[src/rtl/dtpd_pkg.sv]
// Shared constants, types and bit-interleave function for the DDR tap pixel deinterleaver.
package dtpd_pkg;

   localparam int MAX_ROWS  = 2048;
   localparam int MAX_COLS  = 2048;
   localparam int MIN_ROWS  = 2;
   localparam int MIN_COLS  = 4;
   localparam int BYTE_W    = 8;
   localparam int PIX_W     = 2 * BYTE_W;
   localparam int ADDR_W    = 22;
   localparam int SIZE_W    = 12;
   localparam int CNT_W     = 11;
   localparam int QTR_W     = SIZE_W - 2;
   localparam int SLOTS     = 4;
   localparam int SLOT_W    = 2;
   localparam int CSR_IDX_W = 2;
   localparam int CSR_W     = SIZE_W;
   localparam int REGION_W  = 3;

   localparam logic [SIZE_W-1:0] ROWS_RESET = SIZE_W'(1024);
   localparam logic [SIZE_W-1:0] COLS_RESET = SIZE_W'(1280);

   localparam logic [REGION_W-1:0] REGION_OF_SLOT [SLOTS] = '{3'd2, 3'd1, 3'd4, 3'd3};

   typedef enum logic [1:0] {
      MODE_BLOCK_2X2   = 2'd0,
      MODE_TWO_ROW     = 2'd1,
      MODE_FOUR_REGION = 2'd2,
      MODE_OFF         = 2'd3
   } tap_mode_type;

   typedef enum logic [CSR_IDX_W-1:0] {
      CSR_TAP_MODE   = 2'd0,
      CSR_FRAME_ROWS = 2'd1,
      CSR_FRAME_COLS = 2'd2
   } csr_index_type;

   typedef struct packed {
      logic [SLOTS-1:0][PIX_W-1:0] pix;
      logic [CNT_W-1:0]            row;
      logic [CNT_W-1:0]            col;
      tap_mode_type                mode;
      logic [SIZE_W-1:0]           cols;
      logic [QTR_W-1:0]            quarter;
      logic                        frame_end;
   } dtpd_item_type;

   function automatic logic [PIX_W-1:0] interleave(input logic [BYTE_W-1:0] ev,
                                                  input logic [BYTE_W-1:0] od);
      logic [PIX_W-1:0] px;
      px = '0;
      for (int i = 0; i < BYTE_W; i++) begin
         px[2*i]   = ev[i];
         px[2*i+1] = od[i];
      end
      return px;
   endfunction

endpackage

[src/rtl/dtpd_req_if.sv]
// Input channel: one DDR transfer group of four even/odd byte pairs per beat.
interface dtpd_req_if import dtpd_pkg::*; ();
   logic              valid;
   logic              ready;
   logic [BYTE_W-1:0] even_byte0;
   logic [BYTE_W-1:0] even_byte1;
   logic [BYTE_W-1:0] even_byte2;
   logic [BYTE_W-1:0] even_byte3;
   logic [BYTE_W-1:0] odd_byte0;
   logic [BYTE_W-1:0] odd_byte1;
   logic [BYTE_W-1:0] odd_byte2;
   logic [BYTE_W-1:0] odd_byte3;

   modport source (
      output valid, even_byte0, even_byte1, even_byte2, even_byte3,
      output odd_byte0, odd_byte1, odd_byte2, odd_byte3,
      input  ready
   );

   modport sink (
      input  valid, even_byte0, even_byte1, even_byte2, even_byte3,
      input  odd_byte0, odd_byte1, odd_byte2, odd_byte3,
      output ready
   );
endinterface

[src/rtl/dtpd_rsp_if.sv]
// Result channel: one addressed pixel per beat.
interface dtpd_rsp_if import dtpd_pkg::*; ();
   logic              valid;
   logic              ready;
   logic [PIX_W-1:0]  pixel_value;
   logic [ADDR_W-1:0] pixel_address;
   logic              last_of_group;
   logic              frame_end;

   modport source (
      output valid, pixel_value, pixel_address, last_of_group, frame_end,
      input  ready
   );

   modport sink (
      input  valid, pixel_value, pixel_address, last_of_group, frame_end,
      output ready
   );
endinterface

[src/rtl/ddr_tap_pixel_deinterleave_core.sv]
// DDR tap pixel deinterleaver: rebuilds 16-bit pixels and places them in the frame.
//
// req_bus carries one DDR transfer group per beat (four even/odd byte pairs).
// rsp_bus returns one pixel per beat with its linear frame address; last_of_group
// marks the final pixel of a group and frame_end the final pixel of the frame.
// csr_write_en/csr_index/csr_wdata write tap_mode (0), frame_rows (1) and
// frame_cols (2); write them only while the block is empty.
// A group passes the input register, the group buffer and the result register.
// Pixels leave one per cycle, while rsp_bus is ready, through the single result
// register: four per group in the 2x2 and four-region modes, two in two-row mode;
// groups follow back to back with no gap. In the off mode groups are taken and
// dropped at one per cycle and the position counters hold.
// Reset clears the row and column counters, empties every stage and loads the
// default mode (2x2), 1024 rows and 1280 columns.
// A stalled rsp_bus holds the current pixel; the group buffer and the input
// register behind it fill, then req_bus.ready drops until the stall clears.
module ddr_tap_pixel_deinterleave_core import dtpd_pkg::*; (
   input  logic                 clock,
   input  logic                 reset,
   dtpd_req_if.sink             req_bus,
   dtpd_rsp_if.source           rsp_bus,
   input  logic                 csr_write_en,
   input  logic [CSR_IDX_W-1:0] csr_index,
   input  logic [CSR_W-1:0]     csr_wdata
);

   localparam logic [SLOT_W-1:0] LAST_SLOT = SLOT_W'(SLOTS - 1);
   localparam logic [SLOT_W-1:0] PAIR_LAST = SLOT_W'(1);

   tap_mode_type      mode_ff, mode_in;
   logic [SIZE_W-1:0] rows_ff, rows_in;
   logic [SIZE_W-1:0] cols_ff, cols_in;
   logic [CNT_W-1:0]  row_ff, row_in;
   logic [CNT_W-1:0]  col_ff, col_in;

   dtpd_item_type     s1_ff, s1_in;
   logic              s1_valid_ff, s1_valid_in;

   logic [PIX_W-1:0]  grp_pix_ff [SLOTS];
   logic [PIX_W-1:0]  grp_pix_in [SLOTS];
   logic [ADDR_W-1:0] grp_addr_ff [SLOTS];
   logic [ADDR_W-1:0] grp_addr_in [SLOTS];
   logic [SLOT_W-1:0] grp_last_ff, grp_last_in;
   logic [SLOT_W-1:0] grp_idx_ff, grp_idx_in;
   logic              grp_fe_ff, grp_fe_in;
   logic              grp_valid_ff, grp_valid_in;

   logic [PIX_W-1:0]  rsp_pix_ff, rsp_pix_in;
   logic [ADDR_W-1:0] rsp_addr_ff, rsp_addr_in;
   logic              rsp_last_ff, rsp_last_in;
   logic              rsp_fe_ff, rsp_fe_in;
   logic              rsp_valid_ff, rsp_valid_in;

   logic              req_fire;
   logic              out_load;
   logic              grp_at_last;
   logic              grp_free;
   logic              s1_move;

   logic [SIZE_W-1:0] rows_cl, cols_cl;
   logic [SIZE_W-1:0] rows_lim, col_lim;
   logic [SIZE_W-1:0] r_ext, c_ext, r_one, c_one;
   logic [SIZE_W-1:0] r_eff, c_eff, r_step, c_step;
   logic [SIZE_W-1:0] col_inc, row_inc;
   logic              fit;
   logic              wrap_fe;
   logic [SIZE_W-1:0] r_next, c_next;

   logic [CNT_W+SIZE_W-1:0] prod;
   logic [ADDR_W-1:0]       base;
   logic [SIZE_W:0]         off [SLOTS];
   logic [SIZE_W-1:0]       reg_col;

   // handshake
   assign req_fire    = req_bus.valid && req_bus.ready;
   assign out_load    = !rsp_valid_ff || rsp_bus.ready;
   assign grp_at_last = grp_idx_ff == grp_last_ff;
   assign grp_free    = !grp_valid_ff || (out_load && grp_at_last);
   assign s1_move     = s1_valid_ff && grp_free;
   assign req_bus.ready = !s1_valid_ff || s1_move;

   // configuration
   always_comb begin
      mode_in = mode_ff;
      rows_in = rows_ff;
      cols_in = cols_ff;
      if (csr_write_en) begin
         case (csr_index)
            CSR_TAP_MODE:   mode_in = tap_mode_type'(csr_wdata[1:0]);
            CSR_FRAME_ROWS: rows_in = csr_wdata;
            CSR_FRAME_COLS: cols_in = csr_wdata;
            default:        mode_in = mode_ff;
         endcase
      end
   end

   // geometry and position advance
   always_comb begin
      rows_cl = (rows_ff < SIZE_W'(MIN_ROWS)) ? SIZE_W'(MIN_ROWS) :
                (rows_ff > SIZE_W'(MAX_ROWS)) ? SIZE_W'(MAX_ROWS) : rows_ff;
      cols_cl = (cols_ff < SIZE_W'(MIN_COLS)) ? SIZE_W'(MIN_COLS) :
                (cols_ff > SIZE_W'(MAX_COLS)) ? SIZE_W'(MAX_COLS) : cols_ff;
      r_ext = {1'b0, row_ff};
      c_ext = {1'b0, col_ff};
      r_one = r_ext + SIZE_W'(1);
      c_one = c_ext + SIZE_W'(1);
      case (mode_ff)
         MODE_BLOCK_2X2: begin
            rows_lim = {rows_cl[SIZE_W-1:1], 1'b0};
            col_lim  = {cols_cl[SIZE_W-1:1], 1'b0};
            col_inc  = SIZE_W'(2);
            row_inc  = SIZE_W'(2);
            fit      = (r_one < rows_lim) && (c_one < col_lim);
         end
         MODE_TWO_ROW: begin
            rows_lim = {rows_cl[SIZE_W-1:1], 1'b0};
            col_lim  = cols_cl;
            col_inc  = SIZE_W'(1);
            row_inc  = SIZE_W'(2);
            fit      = (r_one < rows_lim) && (c_ext < col_lim);
         end
         default: begin
            rows_lim = rows_cl;
            col_lim  = {2'b00, cols_cl[SIZE_W-1:2]};
            col_inc  = SIZE_W'(1);
            row_inc  = SIZE_W'(1);
            fit      = (r_ext < rows_lim) && (c_ext < col_lim);
         end
      endcase
      r_eff   = fit ? r_ext : '0;
      c_eff   = fit ? c_ext : '0;
      c_step  = c_eff + col_inc;
      r_step  = r_eff + row_inc;
      wrap_fe = 1'b0;
      r_next  = r_eff;
      c_next  = c_step;
      if (c_step >= col_lim) begin
         c_next = '0;
         r_next = r_step;
         if (r_step >= rows_lim) begin
            r_next  = '0;
            wrap_fe = 1'b1;
         end
      end
   end

   always_comb begin
      row_in = row_ff;
      col_in = col_ff;
      if (req_fire && mode_ff != MODE_OFF) begin
         row_in = r_next[CNT_W-1:0];
         col_in = c_next[CNT_W-1:0];
      end
   end

   // input register
   always_comb begin
      s1_in       = s1_ff;
      s1_valid_in = s1_move ? 1'b0 : s1_valid_ff;
      if (req_fire && mode_ff != MODE_OFF) begin
         s1_valid_in      = 1'b1;
         s1_in.pix[0]     = interleave(req_bus.even_byte0, req_bus.odd_byte0);
         s1_in.pix[1]     = interleave(req_bus.even_byte1, req_bus.odd_byte1);
         s1_in.pix[2]     = interleave(req_bus.even_byte2, req_bus.odd_byte2);
         s1_in.pix[3]     = interleave(req_bus.even_byte3, req_bus.odd_byte3);
         s1_in.row        = r_eff[CNT_W-1:0];
         s1_in.col        = c_eff[CNT_W-1:0];
         s1_in.mode       = mode_ff;
         s1_in.cols       = cols_cl;
         s1_in.quarter    = col_lim[QTR_W-1:0];
         s1_in.frame_end  = wrap_fe;
      end
   end

   // group buffer: addresses and slot order
   always_comb begin
      prod = s1_ff.row * s1_ff.cols;
      base = prod[ADDR_W-1:0];
      grp_last_in = (s1_ff.mode == MODE_TWO_ROW) ? PAIR_LAST : LAST_SLOT;
      grp_fe_in   = s1_ff.frame_end;
      reg_col     = '0;
      for (int s = 0; s < SLOTS; s++) begin
         off[s]         = '0;
         grp_pix_in[s]  = s1_ff.pix[s];
      end
      if (s1_ff.mode == MODE_FOUR_REGION) begin
         for (int s = 0; s < SLOTS; s++) begin
            reg_col = SIZE_W'({2'b00, s1_ff.quarter} * SIZE_W'(REGION_OF_SLOT[s]))
                      - {1'b0, s1_ff.col} - SIZE_W'(1);
            off[s]  = {1'b0, reg_col};
         end
      end else begin
         grp_pix_in[0] = s1_ff.pix[1];
         grp_pix_in[1] = s1_ff.pix[0];
         grp_pix_in[2] = s1_ff.pix[3];
         grp_pix_in[3] = s1_ff.pix[2];
         off[0] = {2'b00, s1_ff.col};
         off[1] = {1'b0, s1_ff.cols} + {2'b00, s1_ff.col};
         off[2] = {2'b00, s1_ff.col} + (SIZE_W+1)'(1);
         off[3] = {1'b0, s1_ff.cols} + {2'b00, s1_ff.col} + (SIZE_W+1)'(1);
      end
      for (int s = 0; s < SLOTS; s++) begin
         grp_addr_in[s] = base + ADDR_W'(off[s]);
      end
   end

   always_comb begin
      grp_valid_in = grp_free ? s1_move : grp_valid_ff;
      grp_idx_in   = grp_idx_ff;
      if (s1_move) begin
         grp_idx_in = '0;
      end else if (out_load && grp_valid_ff && !grp_at_last) begin
         grp_idx_in = grp_idx_ff + SLOT_W'(1);
      end
   end

   // result register
   always_comb begin
      rsp_valid_in = out_load ? grp_valid_ff : rsp_valid_ff;
      rsp_pix_in   = rsp_pix_ff;
      rsp_addr_in  = rsp_addr_ff;
      rsp_last_in  = rsp_last_ff;
      rsp_fe_in    = rsp_fe_ff;
      if (out_load && grp_valid_ff) begin
         rsp_pix_in  = grp_pix_ff[grp_idx_ff];
         rsp_addr_in = grp_addr_ff[grp_idx_ff];
         rsp_last_in = grp_at_last;
         rsp_fe_in   = grp_at_last && grp_fe_ff;
      end
   end

   always_ff @(posedge clock) begin
      if (reset) begin
         mode_ff      <= MODE_BLOCK_2X2;
         rows_ff      <= ROWS_RESET;
         cols_ff      <= COLS_RESET;
         row_ff       <= '0;
         col_ff       <= '0;
         s1_valid_ff  <= 1'b0;
         grp_valid_ff <= 1'b0;
         grp_idx_ff   <= '0;
         rsp_valid_ff <= 1'b0;
      end else begin
         mode_ff      <= mode_in;
         rows_ff      <= rows_in;
         cols_ff      <= cols_in;
         row_ff       <= row_in;
         col_ff       <= col_in;
         s1_valid_ff  <= s1_valid_in;
         grp_valid_ff <= grp_valid_in;
         grp_idx_ff   <= grp_idx_in;
         rsp_valid_ff <= rsp_valid_in;
      end
   end

   always_ff @(posedge clock) begin
      s1_ff <= s1_in;
      if (s1_move) begin
         grp_last_ff <= grp_last_in;
         grp_fe_ff   <= grp_fe_in;
         for (int s = 0; s < SLOTS; s++) begin
            grp_pix_ff[s]  <= grp_pix_in[s];
            grp_addr_ff[s] <= grp_addr_in[s];
         end
      end
      rsp_pix_ff  <= rsp_pix_in;
      rsp_addr_ff <= rsp_addr_in;
      rsp_last_ff <= rsp_last_in;
      rsp_fe_ff   <= rsp_fe_in;
   end

   assign rsp_bus.valid         = rsp_valid_ff;
   assign rsp_bus.pixel_value   = rsp_pix_ff;
   assign rsp_bus.pixel_address = rsp_addr_ff;
   assign rsp_bus.last_of_group = rsp_last_ff;
   assign rsp_bus.frame_end     = rsp_fe_ff;

   a_fe_on_last: assert property (@(posedge clock) disable iff (reset)
      rsp_valid_ff && rsp_fe_ff |-> rsp_last_ff)
      else $error("frame end on a beat that does not close its group");

   a_idx_bound: assert property (@(posedge clock) disable iff (reset)
      grp_valid_ff |-> grp_idx_ff <= grp_last_ff)
      else $error("group index beyond last slot");

   a_s1_hold: assert property (@(posedge clock) disable iff (reset)
      s1_valid_ff && !s1_move |=> s1_valid_ff && $stable(s1_ff))
      else $error("input register lost a stalled group");

   a_grp_load: assert property (@(posedge clock) disable iff (reset)
      s1_move |=> grp_valid_ff && grp_idx_ff == '0)
      else $error("group buffer did not restart on load");

endmodule
[src/flat_wrapper.sv]
// flat-port wrapper written by rule: the top's interface ports become plain ports
module ddr_tap_pixel_deinterleave_core_flat import dtpd_pkg::*;
  (clock, reset, csr_write_en, csr_index, csr_wdata, req_bus_valid, req_bus_even_byte0, req_bus_even_byte1, req_bus_even_byte2, req_bus_even_byte3, req_bus_odd_byte0, req_bus_odd_byte1, req_bus_odd_byte2, req_bus_odd_byte3, req_bus_ready, rsp_bus_valid, rsp_bus_pixel_value, rsp_bus_pixel_address, rsp_bus_last_of_group, rsp_bus_frame_end, rsp_bus_ready);
  dtpd_req_if req_bus_i ();
  dtpd_rsp_if rsp_bus_i ();
  input  logic clock;
  input  logic reset;
  input  logic csr_write_en;
  input  logic [CSR_IDX_W-1:0] csr_index;
  input  logic [CSR_W-1:0] csr_wdata;
  input wire logic [$bits(req_bus_i.valid)-1:0] req_bus_valid;
  input wire logic [$bits(req_bus_i.even_byte0)-1:0] req_bus_even_byte0;
  input wire logic [$bits(req_bus_i.even_byte1)-1:0] req_bus_even_byte1;
  input wire logic [$bits(req_bus_i.even_byte2)-1:0] req_bus_even_byte2;
  input wire logic [$bits(req_bus_i.even_byte3)-1:0] req_bus_even_byte3;
  input wire logic [$bits(req_bus_i.odd_byte0)-1:0] req_bus_odd_byte0;
  input wire logic [$bits(req_bus_i.odd_byte1)-1:0] req_bus_odd_byte1;
  input wire logic [$bits(req_bus_i.odd_byte2)-1:0] req_bus_odd_byte2;
  input wire logic [$bits(req_bus_i.odd_byte3)-1:0] req_bus_odd_byte3;
  output wire logic [$bits(req_bus_i.ready)-1:0] req_bus_ready;
  output wire logic [$bits(rsp_bus_i.valid)-1:0] rsp_bus_valid;
  output wire logic [$bits(rsp_bus_i.pixel_value)-1:0] rsp_bus_pixel_value;
  output wire logic [$bits(rsp_bus_i.pixel_address)-1:0] rsp_bus_pixel_address;
  output wire logic [$bits(rsp_bus_i.last_of_group)-1:0] rsp_bus_last_of_group;
  output wire logic [$bits(rsp_bus_i.frame_end)-1:0] rsp_bus_frame_end;
  input wire logic [$bits(rsp_bus_i.ready)-1:0] rsp_bus_ready;
  assign req_bus_i.valid = req_bus_valid;
  assign req_bus_i.even_byte0 = req_bus_even_byte0;
  assign req_bus_i.even_byte1 = req_bus_even_byte1;
  assign req_bus_i.even_byte2 = req_bus_even_byte2;
  assign req_bus_i.even_byte3 = req_bus_even_byte3;
  assign req_bus_i.odd_byte0 = req_bus_odd_byte0;
  assign req_bus_i.odd_byte1 = req_bus_odd_byte1;
  assign req_bus_i.odd_byte2 = req_bus_odd_byte2;
  assign req_bus_i.odd_byte3 = req_bus_odd_byte3;
  assign req_bus_ready = req_bus_i.ready;
  assign rsp_bus_valid = rsp_bus_i.valid;
  assign rsp_bus_pixel_value = rsp_bus_i.pixel_value;
  assign rsp_bus_pixel_address = rsp_bus_i.pixel_address;
  assign rsp_bus_last_of_group = rsp_bus_i.last_of_group;
  assign rsp_bus_frame_end = rsp_bus_i.frame_end;
  assign rsp_bus_i.ready = rsp_bus_ready;
  ddr_tap_pixel_deinterleave_core u_core (.clock(clock), .reset(reset), .req_bus(req_bus_i), .rsp_bus(rsp_bus_i), .csr_write_en(csr_write_en), .csr_index(csr_index), .csr_wdata(csr_wdata));
endmodule
[config.mk]
export PLATFORM = sky130hd
export DESIGN_NAME = ddr_tap_pixel_deinterleave_core_flat
export DESIGN_NICKNAME = d
export VERILOG_FILES = /design/src/rtl/dtpd_pkg.sv /design/src/rtl/dtpd_req_if.sv /design/src/rtl/dtpd_rsp_if.sv /design/src/rtl/ddr_tap_pixel_deinterleave_core.sv /design/src/flat_wrapper.sv
export SDC_FILE = /design/constraint.sdc
export NUM_CORES = 1
export LEC_CHECK = 0
export ABC_AREA = 0
export BUFFER_PORTS_ARGS = -buffer_cell sky130_fd_sc_hd__buf_2
export CORE_ASPECT_RATIO = 0.7
export CORE_MARGIN = 10
export CORE_UTILIZATION = 46
export CTS_CLUSTER_SIZE = 24
export DETAILED_ROUTE_END_ITERATION = 10
export PLACE_DENSITY_LB_ADDON = 0.1
export RECOVER_POWER = 100
export SYNTH_ARGS = -nofsm -noshare
export SYNTH_HDL_FRONTEND = slang
export SYNTH_SLANG_ARGS = --single-unit
export TNS_END_PERCENT = 1
[constraint.sdc]
create_clock -name clock -period 11.5 [get_ports clock]
set_input_delay 0.575 -clock clock [delete_from_list [all_inputs] [get_ports clock]]
set_output_delay 0.575 -clock clock [all_outputs]
set_load 0.05 [all_outputs]
==> Word-level counts from Yosys, hierarchy flattened <==
Memory sizes are Yosys's and may differ from the RTL's. A register that Yosys moved wholly into a read port is not among the register bits.
Index checks and enable logic that the tools add are counted.
{ "totals": {"ff_bits": 169, "latchBits": 0, "mem_bits_rw": 152, "mem_bits_ro": 0, "word_cells": 112, "mem_count": 2} }
{ "op_classes": {"addsub": 20, "n_mul": 2, "div_mod_pow": 0, "order_cmp": 11, "eq_ne": 7, "shift": 0, "muxes": 22, "bitwise_logic": 0, "reduce_logical": 25} }
{ "memory_table": {"columns": ["memory", "depth", "width", "rd", "rd_clocked_by_memory_dff", "write_ports", "line_no", "source"], "rows": [
  ["u_core.grp_addr_ff", 4, 22, 1, 1, 4, "ddr_tap_pixel_deinterleave_core.sv:41", "logic [ADDR_W-1:0] grp_addr_ff [SLOTS];"],
  ["u_core.grp_pix_ff", 4, 16, 1, 1, 4, "ddr_tap_pixel_deinterleave_core.sv:39", "logic [PIX_W-1:0] grp_pix_ff [SLOTS];"]
]} }
{ "ops": {"columns": ["operator", "count"], "rows": [
  ["22-bit by 13-bit adder with 22-bit output", 3],
  ["64-bit 2-to-1 mux", 1],
  ["11-bit 2-to-1 mux", 5],
  ["51-bit 2-to-1 mux", 1],
  ["12-bit 2-to-1 mux", 4],
  ["12-bit by 1-bit subtractor with 12-bit output (second input constant)", 4],
  ["11-bit by 1-bit adder with 12-bit output (second input constant)", 3],
  ["11-bit by 2-bit adder with 12-bit output", 2],
  ["12-bit greater-or-equal comparator", 2],
  ["12-bit greater-than comparator (second input constant)", 2],
  ["11-bit by 12-bit less-than comparator with 1-bit output", 2],
  ["12-bit less-than comparator", 2],
  ["12-bit case mux with 2 select lines", 1],
  ["12-bit by 11-bit subtractor with 12-bit output", 2],
  ["22-bit by 12-bit adder with 22-bit output", 1],
  ["11-bit by 12-bit multiplier with 22-bit output", 1],
  ["12-bit by 11-bit adder with 13-bit output", 1],
  ["13-bit by 1-bit adder with 13-bit output (second input constant)", 1],
  ["12-bit by 2-bit less-than comparator with 1-bit output (second input constant)", 1],
  ["12-bit by 3-bit less-than comparator with 1-bit output (second input constant)", 1],
  ["10-bit by 2-bit multiplier with 12-bit output (second input constant)", 1],
  ["10-bit by 11-bit subtractor with 12-bit output", 1],
  ["11-bit by 11-bit subtractor with 12-bit output", 1],
  ["11-bit by 10-bit less-than comparator with 1-bit output", 1],
  ["15 further kinds", 43]
]} }

==> Logic depth before layout (Yosys ltp) <==
{ "logic_depth": {"depth_word": 11, "ltp_mapped": 32, "depth_no_buf": 27} }

==> Worst setup path before layout <==
OpenSTA, ideal clock, no wires.
{ "synth_timing": {"path_kind": "flip-flop to flip-flop", "from": "register u_core.rsp_valid_ff, in the netlist u_core.rsp_bus.valid", "to": "memory u_core.grp_addr_ff[0][0] (enable)", "setup_ns": 0.692, "arrival_time_ns": 7.767, "t_required_ns": 10.808, "slack_ns": 3.041, "path_stages_with_launch": 4, "synth_period_minus_slack_ns": 8.459, "cell_sequence": "dfxtp_1 -> nor2b_1 -> o21a_1 -> nor2b_1"} }
{ "synth_lines": {"columns": ["element", "line_no", "source"], "rows": [
  ["start, declared", "ddr_tap_pixel_deinterleave_core.sv:52", "logic rsp_valid_ff, rsp_valid_in;"],
  ["start signal, assigned", "ddr_tap_pixel_deinterleave_core.sv:252", "rsp_valid_ff <= rsp_valid_in;"],
  ["end, declared", "ddr_tap_pixel_deinterleave_core.sv:41", null]
]} }

==> Worst setup path after layout <==
{ "layout_timing": {"from": "register u_core.col_ff[2]", "to": "register u_core.row_ff[4]"} }
{ "layout_between": {"word_cells_on_any_way": 16, "classes_between": "add/sub (3); order compare (5); mux (5); reduce/logical (3)"} }
{ "layout_lines": {"columns": ["element", "line_no", "source"], "rows": [
  ["start, declared", "ddr_tap_pixel_deinterleave_core.sv:34", "logic [CNT_W-1:0] col_ff, col_in;"],
  ["start signal, assigned", "ddr_tap_pixel_deinterleave_core.sv:248", "col_ff <= col_in;"],
  ["11-bit by 1-bit adder with 12-bit output", "ddr_tap_pixel_deinterleave_core.sv:106", "c_one = c_ext + SIZE_W'(1);"],
  ["12-bit less-than comparator", "ddr_tap_pixel_deinterleave_core.sv:113", "fit = (r_one < rows_lim) && (c_one < col_lim);"],
  ["1-bit logical AND", "ddr_tap_pixel_deinterleave_core.sv:113", null],
  ["1-bit case mux with 2 select lines *", "ddr_tap_pixel_deinterleave_core.sv:107", "case (mode_ff)"],
  ["11-bit 2-to-1 mux *", "ddr_tap_pixel_deinterleave_core.sv:131", "c_eff = fit ? c_ext : '0;"],
  ["net u_core.c_eff[0]", "ddr_tap_pixel_deinterleave_core.sv:63", "logic [SIZE_W-1:0] r_eff, c_eff, r_step, c_step;"],
  ["11-bit by 2-bit adder with 12-bit output *", "ddr_tap_pixel_deinterleave_core.sv:132", "c_step = c_eff + col_inc;"],
  ["12-bit greater-or-equal comparator *", "ddr_tap_pixel_deinterleave_core.sv:137", "if (c_step >= col_lim) begin"],
  ["11-bit 2-to-1 mux *", "ddr_tap_pixel_deinterleave_core.sv:137", null],
  ["end signal, assigned", "ddr_tap_pixel_deinterleave_core.sv:247", "row_ff <= row_in;"],
  ["end, declared", "ddr_tap_pixel_deinterleave_core.sv:33", "logic [CNT_W-1:0] row_ff, row_in;"]
]} }
Mark *: on every way through the listed nets, which the timed path passes. The rest lies on a longest branch.
A chain may end at the register's enable or synchronous reset.

==> flow_summary.json <==
{
  "synth_nets": 2953,
  "antenna_found_initial": 0,
  "first_global_vias": 18200,
  "critPathCaptureType": "flip-flop",
  "ys_seq_area_share_pct": 39.8,
  "grt_pass1_wl_mm": 101,
  "tns_ns": 0,
  "ant_nets": 0,
  "leakage_nw": 11.9,
  "grt_usage_pct": 19.2,
  "wl_per_cell_um": 18.9,
  "cpMostUsedCell": "nor2_1",
  "die_x_um": 302,
  "cts_buffers": 37,
  "hpwl_mm": 48.7,
  "critPathTopFamily": "compound AO/OA/AOI/OAI gates",
  "drive_gt1_share_pct": 6.61,
  "viasPerCell": 5.36,
  "dr.pass1.iters": 5,
  "avgSynthCellArea_um2": 10.2,
  "reg2reg_depth": 27,
  "synth-seq-cells": 358,
  "finalSetupViolations": 0,
  "hold_viol_final": 0,
  "core_area_um2": 55200,
  "critPathKind": "flip-flop to flip-flop",
  "hold_ws_ns": 0.177,
  "async_flop_share_pct": 0,
  "r2r_setup_slack_ns": 2.74,
  "drcViolationCount": 0,
  "ys_warn_count": 0,
  "utilization_pct": 50.7,
  "vias": 18100,
  "cp_max_fo": 41,
  "hold_path.startpoint": "req_bus_odd_byte2[7]",
  "worst_pin_slew_ns": 4.55,
  "netlist_instances": 2521,
  "gp_congestion": 0.918,
  "crit_slowest_cell": "clkbuf_1",
  "drv_cap": 11,
  "num_antenna_cells": 0,
  "cts_hold_buf": 0,
  "path_buf_inv": 1,
  "clock_path_buffers": 3,
  "cts-htree-levels": 2,
  "postCtsSetupBuffers": 0,
  "area_growth_pct": 9.08,
  "hold_class": "primary input to flip-flop",
  "synth_edf_count": 305,
  "initial_core_util_pct": 46.5,
  "die_area_um2": 65800,
  "gr-total-overflow": 0,
  "arrival_ns": 9.26,
  "rows": 72,
  "synth_area_um2": 25700,
  "clkLatencyLatePin_ns": 0.57,
  "fin_cells": 3373,
  "dp.cells": 3307,
  "wirelength_mm": 63.6,
  "drt_iter0_markers": 1157,
  "rsz0062_at_grt": "no",
  "critPathRequiredTime_ns": 12.00,
  "ir_worst_vdd_uv": 144,
  "port_buffers": 124,
  "io_pins": 125,
  "failed_checks": "max-capacitance violations, max-slew violations",
  "grt_max_degree": 103,
  "cp-start-kind": "flip-flop",
  "clock_skew_ns": 0.0185,
  "rr_endpoint": "u_core.row_ff[4]",
  "synth_top_flop_cell": "edfxtp_1",
  "fin_crit_ns": 8.76,
  "fillers": 5058,
  "max_stage_delay_ns": 1.32,
  "clkTransAtPathRegs_ns": 0.07,
  "clockRootBuffer": "clkbuf_16",
  "cts_tree": "yes",
  "relSlewSlack_pct": -204,
  "whs_endpoint": "u_core.s1_ff[94]",
  "power_density_nw_per_um2": 190,
  "post_cts_resized": 0,
  "status": "finished with violations",
  "finalCritPeriodShare_pct": 76.2,
  "fp.dieH_um": 218,
  "cts.sinks": 358,
  "nets": 3038,
  "max_freq_ghz": 0.114,
  "whs_path_depth": 1,
  "r2r_start": "u_core.col_ff[2]",
  "ys_types": 81,
  "slew_violations": 621
}
worst max-delay path by stage:
stage                              start                        end  slack, ns  cells past startpoint
finish                  u_core.col_ff[2]           u_core.row_ff[4]       2.74                     27
global route        u_core.grp_idx_ff[0]  u_core.grp_addr_ff[0][16]       1.91                      5
CTS                    u_core.cols_ff[9]           u_core.row_ff[4]       4.38                     26
detailed placement     u_core.cols_ff[9]           u_core.row_ff[4]       4.40                     26
global placement       u_core.cols_ff[9]           u_core.row_ff[8]       4.50                     26
floorplan           u_core.rsp_bus.valid   u_core.grp_addr_ff[0][0]       3.04                      3
final cells by class:
type                    instances  area, um^2  area share (%)
clock buffers                  53         986            3.52
clock inverters                13         169           0.603
inverters                     214         805            2.87
multi-input cells            1860       14300            51.1
flip-flops and latches        358       10200            36.5
well taps                     740         926            3.31
repair buffers                135         591            2.11
stage by stage:
step                      instance area, um^2  total power, mW  worst slack [ns]
after floorplan                         25700             3.60              3.04
after global placement                  27000             4.12              4.50
after detailed placement                27000             4.18              4.40
after CTS                               28200             5.36              4.38
after global routing                    28000             5.71              1.91
final                                   28000             5.32              2.74
power breakdown:
group / internal [mW] / switching, mW
Combinational: 0.935 / 1.42
Clock: 0.652 / 0.516
Sequential: 1.73 / 0.0743
logic make-up (layout without fill, tap and decap cells):
logic type      count (synthesis)  count (layout)  share of synthesized area [%]
fa+ha+maj                     349             349                           20.2
xor+xnor                      185             185                           6.34
flops                         358             358                           39.8
mux                            45              45                           3.61
simple gates                  885             885                           15.6
buf+inv                       303             415                           4.46
compound gates                396             396                           10.0
routing by layer:
metal  wire length, um  vias up  GRT usage, %  share of wire, %
met5                 0        -             0                 0
met4               869        0          3.54               1.4
met3              3180       60          3.18               5.0
met2             27400      365          28.8                43
met1             32100     8728          28.9                51
li1                  -     8914             -                 -
placed cells by master (no fill, tap or decap), types with 8 or more instances in the layout:
master and count:
o21a_1 17, nand4_1 10, mux4_2 38, dfxtp_1 53
a21oi_1 109, o21bai_1 8, or3_1 9, xor2_1 66
nor2_1 129, nor4_1 10, a21o_1 53, fa_1 108
a211oi_1 16, nor3_1 34, and3_1 21, edfxtp_1 305
and2_1 54, clkbuf_16 37, nand2b_1 23, a22o_1 10
nand3_1 46, nor2b_1 41, inv_1 211, nand2_1 471
ha_1 241, o21ai_0 95, clkbuf_1 84, buf_2 67
o31ai_1 8, xnor2_1 118, a21boi_0 16
sequential cells by signal (all words and copies together) (netlist names):
register and count:
u_core.col_ff 11, u_core.rows_ff 12, u_core.grp_idx_ff 2, u_core.rsp_bus.pixel_value 16
u_core.rsp_bus.last_of_group 1, u_core.grp_fe_in 1, u_core.rsp_bus.pixel_address 22, u_core.grp_pix_ff 64
u_core.mode_ff 2, u_core.rsp_bus.valid 1, u_core.row_ff 11, u_core.cols_ff 12
u_core.grp_last_ff 1, u_core.s1_valid_ff 1, u_core.grp_valid_ff 1, u_core.grp_addr_ff 88
u_core.grp_fe_ff 1, u_core.s1_ff 110, u_core.rsp_bus.frame_end 1
synth_stat cells (17+ instances only):
library cell | number | area [um^2]
a21o_1 | 53 | 398
clkbuf_1 | 67 | 251
nand3_1 | 46 | 230
nand2_1 | 471 | 1770
nor2_1 | 129 | 484
nand2b_1 | 24 | 150
fa_1 | 108 | 2160
a21oi_1 | 109 | 546
and2_1 | 55 | 344
mux4_2 | 38 | 856
o21a_1 | 17 | 128
and3_1 | 21 | 131
xor2_1 | 66 | 578
ha_1 | 241 | 3020
inv_1 | 212 | 796
edfxtp_1 | 305 | 9160
o21ai_0 | 95 | 475
nor2b_1 | 42 | 263
nor3_1 | 34 | 170
dfxtp_1 | 53 | 1060
xnor2_1 | 118 | 1030
Note: power is estimated with default switching activity, not from simulation.
